### src/hdl/ctfe_pkg.sv
// ----------------------------------------------------------------------------
// ctfe_pkg
// Shared types, constants and arithmetic helpers of the crossed-field
// trajectory evaluator.
// ----------------------------------------------------------------------------
`timescale 1ns / 1ps
`default_nettype none

package ctfe_pkg;

   // 2 pi with 60 fraction bits, truncated
   localparam logic [63:0] TWO_PI_Q60 = 64'h6487ED5110B4611A;
   localparam logic signed [33:0] CORDIC_GAIN_Q30 = 34'sd652032874;
   localparam int ATAN_COUNT = 30;

   // configuration register indexes
   localparam logic [2:0] REG_FIELD_ENABLE = 3'd0;
   localparam logic [2:0] REG_DRIFT_SPEED  = 3'd1;
   localparam logic [2:0] REG_ANGULAR_FREQ = 3'd2;
   localparam logic [2:0] REG_START_VEL_X  = 3'd3;
   localparam logic [2:0] REG_START_VEL_Y  = 3'd4;
   localparam logic [2:0] REG_START_VEL_Z  = 3'd5;
   localparam logic [2:0] REG_START_POS_Y  = 3'd6;

   // item moving through the phase reduction cells
   typedef struct packed {
      logic        neg;
      logic [31:0] t;
      logic [63:0] mag;
   } red_type;

   // item moving through the rotation cells
   typedef struct packed {
      logic               flip;
      logic [31:0]        t;
      logic signed [33:0] x;
      logic signed [33:0] y;
      logic signed [35:0] a;
   } cordic_type;

   // per-configuration coefficients
   typedef struct packed {
      logic [31:0] d1;
      logic [31:0] d2;
      logic [31:0] a1;
      logic [31:0] a2;
      logic        flag;
   } coef_type;

   function automatic logic [30:0] atan_q30(input int idx);
      logic [30:0] v;
      case (idx)
         0:  v = 31'd843314856;
         1:  v = 31'd497837829;
         2:  v = 31'd263043836;
         3:  v = 31'd133525158;
         4:  v = 31'd67021686;
         5:  v = 31'd33543515;
         6:  v = 31'd16775850;
         7:  v = 31'd8388437;
         8:  v = 31'd4194282;
         9:  v = 31'd2097149;
         10: v = 31'd1048575;
         11: v = 31'd524287;
         12: v = 31'd262143;
         13: v = 31'd131071;
         14: v = 31'd65535;
         15: v = 31'd32767;
         16: v = 31'd16383;
         17: v = 31'd8191;
         18: v = 31'd4095;
         19: v = 31'd2047;
         20: v = 31'd1023;
         21: v = 31'd511;
         22: v = 31'd255;
         23: v = 31'd127;
         24: v = 31'd63;
         25: v = 31'd31;
         26: v = 31'd15;
         27: v = 31'd8;
         28: v = 31'd4;
         29: v = 31'd2;
         default: v = 31'd0;
      endcase
      return v;
   endfunction

   // saturate to 32 bits; bit 32 of the result is the saturation flag
   function automatic logic [32:0] sat32(input logic signed [71:0] v);
      logic [32:0] r;
      if (v > 72'sd2147483647) begin
         r = {1'b1, 32'h7FFFFFFF};
      end else if (v < -72'sd2147483648) begin
         r = {1'b1, 32'h80000000};
      end else begin
         r = {1'b0, v[31:0]};
      end
      return r;
   endfunction

   // round to nearest, ties up, dropping s fraction bits
   function automatic logic signed [71:0] rnd(input logic signed [71:0] v, input int s);
      logic signed [71:0] half;
      half = 72'sd1 <<< (s - 1);
      return (v + half) >>> s;
   endfunction

endpackage

`default_nettype wire

### src/hdl/ctfe_cordic_cell.sv
// ----------------------------------------------------------------------------
// ctfe_cordic_cell
// One rotation-mode CORDIC micro-rotation with its own arctangent constant.
// ----------------------------------------------------------------------------
`timescale 1ns / 1ps
`default_nettype none

module ctfe_cordic_cell #(
   parameter int IDX = 0
) (
   input  wire logic              clock,
   input  wire logic              reset,
   input  wire logic              valid_in,
   input  ctfe_pkg::cordic_type   data_in,
   output logic                   valid_out,
   output ctfe_pkg::cordic_type   data_out
);

   localparam logic signed [35:0] ATAN = $signed(36'(ctfe_pkg::atan_q30(IDX)));

   logic                 valid_ff;
   ctfe_pkg::cordic_type data_ff, data_in_rot;

   always_comb begin
      data_in_rot = data_in;
      if (data_in.a >= 36'sd0) begin
         data_in_rot.x = data_in.x - (data_in.y >>> IDX);
         data_in_rot.y = data_in.y + (data_in.x >>> IDX);
         data_in_rot.a = data_in.a - ATAN;
      end else begin
         data_in_rot.x = data_in.x + (data_in.y >>> IDX);
         data_in_rot.y = data_in.y - (data_in.x >>> IDX);
         data_in_rot.a = data_in.a + ATAN;
      end
   end

   always_ff @(posedge clock) begin
      if (reset) begin
         valid_ff <= 1'b0;
      end else begin
         valid_ff <= valid_in;
      end
   end

   always_ff @(posedge clock) begin
      data_ff <= data_in_rot;
   end

   assign valid_out = valid_ff;
   assign data_out  = data_ff;

endmodule

`default_nettype wire

### config.mk
export PLATFORM = sky130hd
export DESIGN_NAME = ctfe_cordic_cell
export DESIGN_NICKNAME = d
export VERILOG_FILES = /design/src/hdl/ctfe_pkg.sv /design/src/hdl/ctfe_cordic_cell.sv
export SDC_FILE = /design/constraint.sdc
export NUM_CORES = 1
export LEC_CHECK = 0
export BUFFER_PORTS_ARGS = -buffer_cell sky130_fd_sc_hd__buf_2
export CORE_MARGIN = 2
export CORE_UTILIZATION = 50
export CTS_CLUSTER_DIAMETER = 150
export DETAILED_ROUTE_END_ITERATION = 6
export PLACE_DENSITY = 0.76
export SYNTH_ARGS = -nofsm -noshare
export SYNTH_HDL_FRONTEND = slang
export SYNTH_SLANG_ARGS = --single-unit
### constraint.sdc
create_clock -name clock -period 6.3 [get_ports clock]
set_clock_uncertainty 0.1 [all_clocks]
set_input_delay 0.945 -clock clock [delete_from_list [all_inputs] [get_ports clock]]
set_output_delay 0.945 -clock clock [all_outputs]
set_load 0.05 [all_outputs]
==> results.py <==
metrics = {
    "placement": {
        "place_inst": 1842,
        "dp_hpwl_mm": 29.4,
        "gp_congestion": 0.989,
        "numPortBuffers": 277,
    },
    "logic_synthesis": {
        "ys_ff_latch": 137,
        "async_flop_share": 0,
        "synth_area_leaders": "dfxtp_1, ha_1, a21oi_1, xnor2_1, inv_1",
        "synth_top_area_frac": 0.255,
        "ys_types": 83,
        "yosys_warnings": 0,
        "synth_edf_count": 0,
        "seq_area_frac_synth": 0.255,
        "synth_area_mm2": 0.0108,
        "syn_inst": 1333,
        "synth_nets": 1608,
        "syn-mean-instance-area_um2": 8.08,
        "synth_flop_cell": "dfxtp_1",
        "synth_largest_area_cell": "dfxtp_1",
    },
    "floorplan": {
        "coreArea_mm2": 0.0211,
        "start_util": 0.510,
        "dieArea_mm2": 0.0227,
        "die_x_um": 151,
        "die_height_um": 151,
        "io_pins": 278,
        "rows": 53,
    },
    "timing": {
        "rsz0062_at_grt": "false",
        "hold_viol": 0,
        "setup_tns_ps": 0,
        "slew_violations": 0,
        "max_freq_mhz": 204,
        "setup_viol": 0,
        "tightest_slew_ps": 962,
        "finalCritPeriodShare": 0.779,
        "max-slew-margin-rel": 0.350,
        "period_minus_slack_ps": 4910,
    },
    "cts": {
        "cts_tree": "yes",
        "clockBufferDepth": 2,
        "postCtsHoldBufs": 0,
        "post_cts_resize_count": 0,
        "clkSinkCount": 137,
        "cts_buffers": 17,
        "cts_root_buffer": "clkbuf_16",
        "htree_levels": 4,
        "cts.clk_slew.worst_paths_ps": 70,
        "cts_setup_buffers": 0,
    },
    "hold_path": {
        "hp-class": "input pin to flip-flop",
        "whs_path_depth": 1,
    },
    "pwr": {
        "p_leak_uw": 0.00609,
        "switching_share": 0.454,
        "p_int_uw": 2040,
        "fin_total_pwr_uw": 3730,
        "p_seq_frac": 0.287,
        "comb_power_share": 0.439,
        "clkPwrFrac": 0.275,
        "p_switching_uw": 1700,
        "power_density_mw_per_mm2": 291,
        "vdd_drop_max_uv": 196,
    },
    "detailed_routing": {
        "firstDrtPassIters": 6,
        "via_per_inst": 5.87,
        "post_drt_wl_per_cell_um": 19.6,
        "drt_iter0_markers": 1092,
        "ant_nets": 0,
        "wl_mm": 36.8,
        "num_vias": 11000,
        "drcViolationCount": 0,
    },
    "worst_setup_path": {
        "cp.arrival_ps": 5150,
        "path_depth": 18,
        "cp-end-kind": "flip-flop",
        "crit_required_ps": 6550,
        "cp_cell_sequence": "buf_2 -> inv_1 -> ha_1 -> nor4b_1 -> nand4_1 -> nor3_1 -> nand2b_2 -> buf_4 -> buf_4 -> ha_1 -> a21o_1 -> a21o_1 -> inv_1 -> nand4_1 -> o21a_1 -> a221o_1 -> o41ai_1 -> xnor2_1",
        "crit_family": "compound AO/OA/AOI/OAI gates",
        "critPathMaxStageDelay_ps": 520,
        "cp_slowest_cell": "buf_4",
        "worstSetupPathType": "input pin to flip-flop",
        "crit_buf_inv": 5,
        "crit_fanout": 44,
        "crit_path_start_kind": "input pin",
    },
    "finish": {
        "nets": 1861,
        "drive_gt1_frac": 0.216,
        "multi_input_area_mm2": 0.00726,
        "seq_area_mm2": 0.00274,
        "finalNonFillerCells": 1881,
        "area_growth_pct": 19.3,
        "fill_cells": 1952,
    },
    "status": {
        "status": "complete, no violations",
    },
    "global_route": {
        "antenna_found_initial": 7,
        "grtUsageTotal": 0.315,
        "grt-ovfl-total": 0,
        "grt_pass1_wl_mm": 55.2,
        "grt_pass1_vias": 10300,
        "grt_max_degree": 50,
    },
    "run": {
        "drv_cap": 0,
    },
}
==> Yosys cell counts, types with 14 or more instances <==
| library cell | count |
|---|---|
| nor3_1 | 32 |
| xnor2_1 | 74 |
| nor4_1 | 16 |
| clkbuf_1 | 21 |
| o21ai_0 | 78 |
| nor2_1 | 84 |
| a31oi_1 | 18 |
| nand2_1 | 78 |
| o21bai_1 | 25 |
| a211oi_1 | 16 |
| nor2b_1 | 14 |
| nand2b_1 | 19 |
| nand4_1 | 19 |
| dfxtp_1 | 137 |
| o21a_1 | 14 |
| a21o_1 | 29 |
| o211ai_1 | 22 |
| a21oi_1 | 141 |
| inv_1 | 120 |
| nand3_1 | 24 |
| ha_1 | 131 |
==> power groups by stage <==
stage / sequential, uW / combinational [uW] / clock (uW)
floorplan: 1650 / 639 / 0
global placement: 1090 / 1610 / 0
detailed placement: 1090 / 1610 / 0
CTS: 1070 / 1620 / 1040
global route: 1080 / 1730 / 1080
finish: 1070 / 1640 / 1020
==> area by class of cell <==
cell class	count	area share
antenna	7	0.00136
timing repair buffer	281	0.110
clock inverter	15	0.0120
inverter	127	0.0373
multi-input combinational	1022	0.565
tap	275	0.0268
sequential	137	0.214
clock buffer	17	0.0331
==> state kept, by name, summed over array words and instances, names as in the netlist <==
register,cells
data_out,136
valid_out,1
==> placed cells by master (no fill, tap or decap), types with 9 or more instances in the layout <==
cell type and count:
clkbuf_16 17, nor3_1 32, o21a_1 14, xor2_1 9, nand2b_1 18, nand3_1 24, xnor2_1 74, o21ai_0 78
or2_2 12, nand2_1 78, o21bai_1 25, nor2_1 84, a21o_1 29, nor2b_1 14, dfxtp_1 137, nand4_1 19
o211ai_1 22, o31ai_1 9, a211oi_1 16, inv_1 119, nor4_1 16, and3_1 10, a21oi_1 141, a31oi_1 18
mux2i_1 12, buf_2 277, ha_1 131
==> metal layers <==
layer  part of all wire  routed length, um  global-route usage  vias up
li1                   -                  -                   -     5306
met4              0.042               1550               0.167        0
met5                  0                  0                   0        -
met2               0.47              17400               0.516      581
met3              0.083               3060              0.0673       85
met1               0.40              14800               0.386     5064
==> metrics by stage <==
step / util / instance area, um^2 / setup WS [ps] / hold slack (ps)
2_1_floorplan: - / 10800 / 1510 / 873
3_3_place_gp: 0.581 / 12200 / 1320 / 947
3_5_place_dp: 0.581 / 12200 / 1080 / 949
4_1_cts: 0.608 / 12800 / 1500 / 501
5_1_grt: 0.609 / 12800 / 1060 / 488
6_report: 0.609 / 12800 / 1390 / 508
==> logic make-up (layout without fill, tap and decap cells) <==
logic type                 count (synthesis)  count (layout)  synth area share
xor gates and xnor gates                  83              83            0.0675
other                                      0               7                 0
and+or+nand+nor                          339             339             0.157
buffers and inverters                    174             440            0.0709
muxes                                     14              14            0.0136
AOI/OAI and AO/OA                        451             451             0.277
adders and majority gates                135             135             0.160
DFF                                      137             137             0.255
==> path summary, 6_finish.rpt <==
kind	to	from
worst max-delay path	data_out[33]	data_in[35]
worst min-delay path	data_out[112]	data_in[112]
Power figures use the tool's default switching activity.
