[config.mk]
export PLATFORM = sky130hd
export DESIGN_NAME = ctfe_red_cell
export DESIGN_NICKNAME = d
export VERILOG_FILES = /design/src/hdl/ctfe_pkg.sv /design/src/hdl/ctfe_red_cell.sv
export SDC_FILE = /design/constraint.sdc
export NUM_CORES = 1
export LEC_CHECK = 0
export BUFFER_PORTS_ARGS = -buffer_cell sky130_fd_sc_hd__buf_2
export CORE_AREA = 2 2 96 98
export CTS_CLUSTER_DIAMETER = 40
export DETAILED_ROUTE_END_ITERATION = 6
export DIE_AREA = 0 0 98 100
export PLACE_DENSITY_LB_ADDON = 0.15
export SYNTH_ARGS = -nofsm -noshare
export SYNTH_HDL_FRONTEND = slang
export SYNTH_SLANG_ARGS = --single-unit
export TNS_END_PERCENT = 100
[constraint.sdc]
create_clock -name clock -period 3.45 [get_ports clock]
set_clock_uncertainty 0.05 [all_clocks]
set_input_delay 0.5175 -clock clock [delete_from_list [all_inputs] [get_ports clock]]
set_output_delay 0.5175 -clock clock [all_outputs]
set_load 0.005 [all_outputs]
[src/hdl/ctfe_pkg.sv]
// ----------------------------------------------------------------------------
// ctfe_pkg
// Shared types, constants and arithmetic helpers of the crossed-field
// trajectory evaluator.
// ----------------------------------------------------------------------------
`timescale 1ns / 1ps
`default_nettype none

package ctfe_pkg;

   // 2 pi with 60 fraction bits, truncated
   localparam logic [63:0] TWO_PI_Q60 = 64'h6487ED5110B4611A;
   localparam logic signed [33:0] CORDIC_GAIN_Q30 = 34'sd652032874;
   localparam int ATAN_COUNT = 30;

   // configuration register indexes
   localparam logic [2:0] REG_FIELD_ENABLE = 3'd0;
   localparam logic [2:0] REG_DRIFT_SPEED  = 3'd1;
   localparam logic [2:0] REG_ANGULAR_FREQ = 3'd2;
   localparam logic [2:0] REG_START_VEL_X  = 3'd3;
   localparam logic [2:0] REG_START_VEL_Y  = 3'd4;
   localparam logic [2:0] REG_START_VEL_Z  = 3'd5;
   localparam logic [2:0] REG_START_POS_Y  = 3'd6;

   // item moving through the phase reduction cells
   typedef struct packed {
      logic        neg;
      logic [31:0] t;
      logic [63:0] mag;
   } red_type;

   // item moving through the rotation cells
   typedef struct packed {
      logic               flip;
      logic [31:0]        t;
      logic signed [33:0] x;
      logic signed [33:0] y;
      logic signed [35:0] a;
   } cordic_type;

   // per-configuration coefficients
   typedef struct packed {
      logic [31:0] d1;
      logic [31:0] d2;
      logic [31:0] a1;
      logic [31:0] a2;
      logic        flag;
   } coef_type;

   function automatic logic [30:0] atan_q30(input int idx);
      logic [30:0] v;
      case (idx)
         0:  v = 31'd843314856;
         1:  v = 31'd497837829;
         2:  v = 31'd263043836;
         3:  v = 31'd133525158;
         4:  v = 31'd67021686;
         5:  v = 31'd33543515;
         6:  v = 31'd16775850;
         7:  v = 31'd8388437;
         8:  v = 31'd4194282;
         9:  v = 31'd2097149;
         10: v = 31'd1048575;
         11: v = 31'd524287;
         12: v = 31'd262143;
         13: v = 31'd131071;
         14: v = 31'd65535;
         15: v = 31'd32767;
         16: v = 31'd16383;
         17: v = 31'd8191;
         18: v = 31'd4095;
         19: v = 31'd2047;
         20: v = 31'd1023;
         21: v = 31'd511;
         22: v = 31'd255;
         23: v = 31'd127;
         24: v = 31'd63;
         25: v = 31'd31;
         26: v = 31'd15;
         27: v = 31'd8;
         28: v = 31'd4;
         29: v = 31'd2;
         default: v = 31'd0;
      endcase
      return v;
   endfunction

   // saturate to 32 bits; bit 32 of the result is the saturation flag
   function automatic logic [32:0] sat32(input logic signed [71:0] v);
      logic [32:0] r;
      if (v > 72'sd2147483647) begin
         r = {1'b1, 32'h7FFFFFFF};
      end else if (v < -72'sd2147483648) begin
         r = {1'b1, 32'h80000000};
      end else begin
         r = {1'b0, v[31:0]};
      end
      return r;
   endfunction

   // round to nearest, ties up, dropping s fraction bits
   function automatic logic signed [71:0] rnd(input logic signed [71:0] v, input int s);
      logic signed [71:0] half;
      half = 72'sd1 <<< (s - 1);
      return (v + half) >>> s;
   endfunction

endpackage

`default_nettype wire

[src/hdl/ctfe_red_cell.sv]
// ----------------------------------------------------------------------------
// ctfe_red_cell
// One phase reduction cell: subtract 2 pi times a fixed power of two when
// the magnitude reaches it, and hand the item to the next cell.
// ----------------------------------------------------------------------------
`timescale 1ns / 1ps
`default_nettype none

module ctfe_red_cell #(
   parameter int FRAC_BITS = 16,
   parameter int SHIFT     = 0
) (
   input  wire logic              clock,
   input  wire logic              reset,
   input  wire logic              valid_in,
   input  ctfe_pkg::red_type      data_in,
   output logic                   valid_out,
   output ctfe_pkg::red_type      data_out
);

   localparam logic [63:0] TP   = ctfe_pkg::TWO_PI_Q60 >> (60 - 2 * FRAC_BITS);
   localparam logic [63:0] STEP = TP << SHIFT;

   logic              valid_ff;
   ctfe_pkg::red_type data_ff, data_in_red;

   always_comb begin
      data_in_red = data_in;
      if (data_in.mag >= STEP) begin
         data_in_red.mag = data_in.mag - STEP;
      end
   end

   always_ff @(posedge clock) begin
      if (reset) begin
         valid_ff <= 1'b0;
      end else begin
         valid_ff <= valid_in;
      end
   end

   always_ff @(posedge clock) begin
      data_ff <= data_in_red;
   end

   assign valid_out = valid_ff;
   assign data_out  = data_ff;

endmodule

`default_nettype wire

==> results.md <==
- **relative slew slack** 62.73%
- **pre-CTS setup slack** 311.4 ps
- **Vert. Die Dim** 100 µm
- **outcome** finished, final reports clean
- **cell accounting for the most synthesized area** sky130_fd_sc_hd__dfxtp_1
- **count of warnings emitted by yosys** 0
- **Setup Viol. Count Final** 0
- **nature of the critical path endpoint** register
- **layout cells sized above 1** 41.57%
- **Final TNS setup** 0 ps
- **post-synthesis register bit count** 98
- **vias in the first global route** 3329
- **number of top-level design ports** 198
- **total leakage power** 2.387 nW
- **ratio of routed vias to standard cells** 4.991
- **critical path launch point type** input pin
- **number of synthesized flops with an enable pin** 0
- **startpoint of the worst hold path** data_in[92]
- **final standard cell count with taps included and fillers excluded** 698
- **hold-critical path depth** 1
- **count of TritonRoute iterations in the first routing pass** 4
- **cts repair resizes** 0
- **setup repair after global routing missed its margin** no
- **via count** 3484
- **min cycle time layout** 2789 ps
- **synthesized instance count** 372
- **most repeated cell in the gate-level netlist after synthesis** sky130_fd_sc_hd__dfxtp_1
- **largest cells by area after synthesis** sky130_fd_sc_hd__dfxtp_1 (51%), sky130_fd_sc_hd__xor2_1 (7.1%), sky130_fd_sc_hd__xnor2_1 (6.9%), sky130_fd_sc_hd__nand2_1 (2.6%), sky130_fd_sc_hd__nor4_1 (2.5%)
- **chip width** 98 µm
- **share of the synthesized area in the top cell type** 51.34%
- **share of synthesized area occupied by flip-flops and latches** 51.34%
- **CP cell instances** buf_2, nand3b_1, or4_1, o21ai_1, nand2_1, a2111oi_2, a2111oi_1, xor2_1
- **clk slew on worst S/H paths** 110 ps
- **post-synthesis area per instance** 10.27 µm²
- **CTS tree** done
- **post-detailed-route count of antenna-violating nets** 0
- **total detailed-routing wirelength** 10.54 mm
- **effective utilization at floorplan** 42.98%
- **required arrival time at the worst endpoint** 3640 ps
- **standard cell with the maximum stage delay on the critical path** sky130_fd_sc_hd__a2111oi_2
- **Residual DRC** 0
- **Bufs on Longest Clock Path** 2
- **number of distinct library cells after synthesis** 58
- **leading register cell type out of synthesis** sky130_fd_sc_hd__dfxtp_1
- **crit path setup slack, layout** 660.8 ps
- **number of buffers inserted to repair setup after CTS** 0
- **power per unit of standard cell area** 442.7 nW/µm²
- **number of buffer cells added on primary ports** 197
- **worst ir drop on vdd** 0.2107 mV
- **async set or reset register ratio after synthesis** 0%
- **total gr overflow** 0
- **largest net degree at the start of global routing** 24
- **leading post-synthesis cells by instance count** sky130_fd_sc_hd__dfxtp_1 (98), sky130_fd_sc_hd__xor2_1 (31), sky130_fd_sc_hd__xnor2_1 (30), sky130_fd_sc_hd__nand2_1 (26), sky130_fd_sc_hd__nor2_1 (23)
- **Hold EP** data_out[92]$_DFF_P_
- **Routability Congestion** 0.7866
- **Post-Place Cells** 682
- **standard-cell rows** 35
- **Data arrival, critical path** 2980 ps
- **initial antenna violation count** 0
- **clk root buf** sky130_fd_sc_hd__clkbuf_8
- **post-cts hold buffer count** 0
- **max-slew violation count** 0
- **Die Outline Area** 9800 µm²
- **count of inserted antenna diode cells** 0
- **Worst-Margin Slew** 558.0 ps
- **core outline area** 8890 µm²
- **global-route usage over all layers** 20.57%
- **netlist area before placement** 3821 µm²
- **Crit path largest cell delay** 630 ps
- **maximum clock frequency** 0.3585 GHz
- **Tightest Hold Check Type** input pin to register
- **number of nets produced by synthesis** 474
- **fraction of the cycle the final worst path needs** 80.85%
- **Avg WL per Cell** 15.10 µm
- **wire length of the first global-routing pass** 16.19 mm
- **drt first-iter violations** 106
- **Fin. Hold Viols** 0
- **post-detail-place hpwl** 8.345 mm
- **maximum level of the CTS H-tree** 3
- **top fanout value on the critical path** 6
- **clock buffers created by TritonCTS** 9
- **critical path class** input pin to register
- **Num Clock Sinks** 98
- **max_cap viols** 0
- **total power** 2.304 mW
- **final net count** 684
- **post-synthesis to final-layout area growth** 36.21%
-- kinds of logic after synthesis --
kind of cell	after synthesis	synth area share (%)
AO/OA/AOI/OAI	55	10.84
XOR/XNOR	61	13.98
adder cells (fa/ha/maj)	2	0.6548
buffers and inverters	19	2.325
flip-flops	98	51.34
AND/OR/NAND/NOR	137	20.86
-- power by group --
group	internal (mW)	total [mW]	leakage [nW]	switching (mW)
combinational	0.157	0.321	1.46	0.164
clock	0.290	0.747	0.103	0.456
sequential	1.22	1.24	0.827	0.0209
total	1.66	2.30	2.39	0.641
-- cells in the final DEF (no fill, tap or decap), types with 2 or more instances in the layout --
master,synthesis,layout
sky130_fd_sc_hd__a2111oi_1,2,2
sky130_fd_sc_hd__a2111oi_2,2,2
sky130_fd_sc_hd__a211oi_1,5,5
sky130_fd_sc_hd__a21o_1,2,2
sky130_fd_sc_hd__a21oi_1,11,11
sky130_fd_sc_hd__and2_1,2,2
sky130_fd_sc_hd__and3_1,2,2
sky130_fd_sc_hd__buf_2,5,197
sky130_fd_sc_hd__buf_4,1,10
sky130_fd_sc_hd__clkbuf_8,0,9
sky130_fd_sc_hd__dfxtp_1,98,98
sky130_fd_sc_hd__ha_1,2,2
sky130_fd_sc_hd__inv_1,9,9
sky130_fd_sc_hd__inv_6,0,2
sky130_fd_sc_hd__inv_8,0,3
sky130_fd_sc_hd__nand2_1,26,26
sky130_fd_sc_hd__nand2b_1,3,3
sky130_fd_sc_hd__nand3_1,10,10
sky130_fd_sc_hd__nand3b_1,3,3
sky130_fd_sc_hd__nand4_1,4,4
sky130_fd_sc_hd__nand4b_1,4,4
sky130_fd_sc_hd__nor2_1,23,23
sky130_fd_sc_hd__nor2b_1,2,2
sky130_fd_sc_hd__nor3_1,12,12
sky130_fd_sc_hd__nor3b_1,2,2
sky130_fd_sc_hd__nor4_1,15,15
sky130_fd_sc_hd__nor4_2,2,2
sky130_fd_sc_hd__o2111ai_1,3,3
sky130_fd_sc_hd__o21a_1,2,2
sky130_fd_sc_hd__o21ai_0,11,11
sky130_fd_sc_hd__o21ai_1,3,3
sky130_fd_sc_hd__o31ai_1,3,3
sky130_fd_sc_hd__or2_2,5,5
sky130_fd_sc_hd__or3_1,7,7
sky130_fd_sc_hd__or4_1,4,4
sky130_fd_sc_hd__xnor2_1,30,30
sky130_fd_sc_hd__xor2_1,31,31
-- per-layer routing --
layer	track usage (%)	share of wire (%)	up-vias
met5	0	0	-
met3	5.153	7.7	15
li1	-	-	1740
met1	25.51	42	1577
met2	34.83	48	152
met4	7.479	1.6	0
-- worst max-delay path: cells and delay by family --
| kind | cells | cell delay [ps] |
|---|---|---|
| compound gates | 3 | 1150 |
| xor+xnor | 1 | 180 |
| buf+inv | 1 | 130 |
| simple gates | 3 | 1000 |
-- area by class of cell --
type / count / area, µm²
clock buffers: 9 / 123.9
clock inverters: 7 / 76.32
fillers: 811 / 3685
inverters: 10 / 37.54
multi-input cells: 255 / 1785
flip-flops and latches: 98 / 1962
well taps: 111 / 138.9
repair buffers: 208 / 1081
-- metrics by stage --
step / hold slack, ps / instance area [µm²] / utilization [%]
after floorplan: 495.2 / 3821 / -
after global placement: 570.3 / 5005 / 56.30
after detailed placement: 571.6 / 5005 / 56.30
after CTS: 163.5 / 5205 / 58.55
after global routing: 160.4 / 5205 / 58.55
final: 188.1 / 5205 / 58.55
-- sequential cells by signal, summed over array words and instances (netlist names) --
name	flops
data_out	97
valid_out	1
-- worst max path at each step --
stage           startpoint                    to  slack (ps)
3_3_place_gp   data_in[11]  data_out[60]$_DFF_P_         350
4_1_cts        data_in[11]  data_out[60]$_DFF_P_         700
6_report       data_in[11]  data_out[60]$_DFF_P_         660
2_1_floorplan   data_in[1]  data_out[52]$_DFF_P_         720
3_5_place_dp   data_in[11]  data_out[60]$_DFF_P_         310
5_1_grt        data_in[11]  data_out[60]$_DFF_P_         460
No activity file was read; power rests on OpenSTA's default activity.
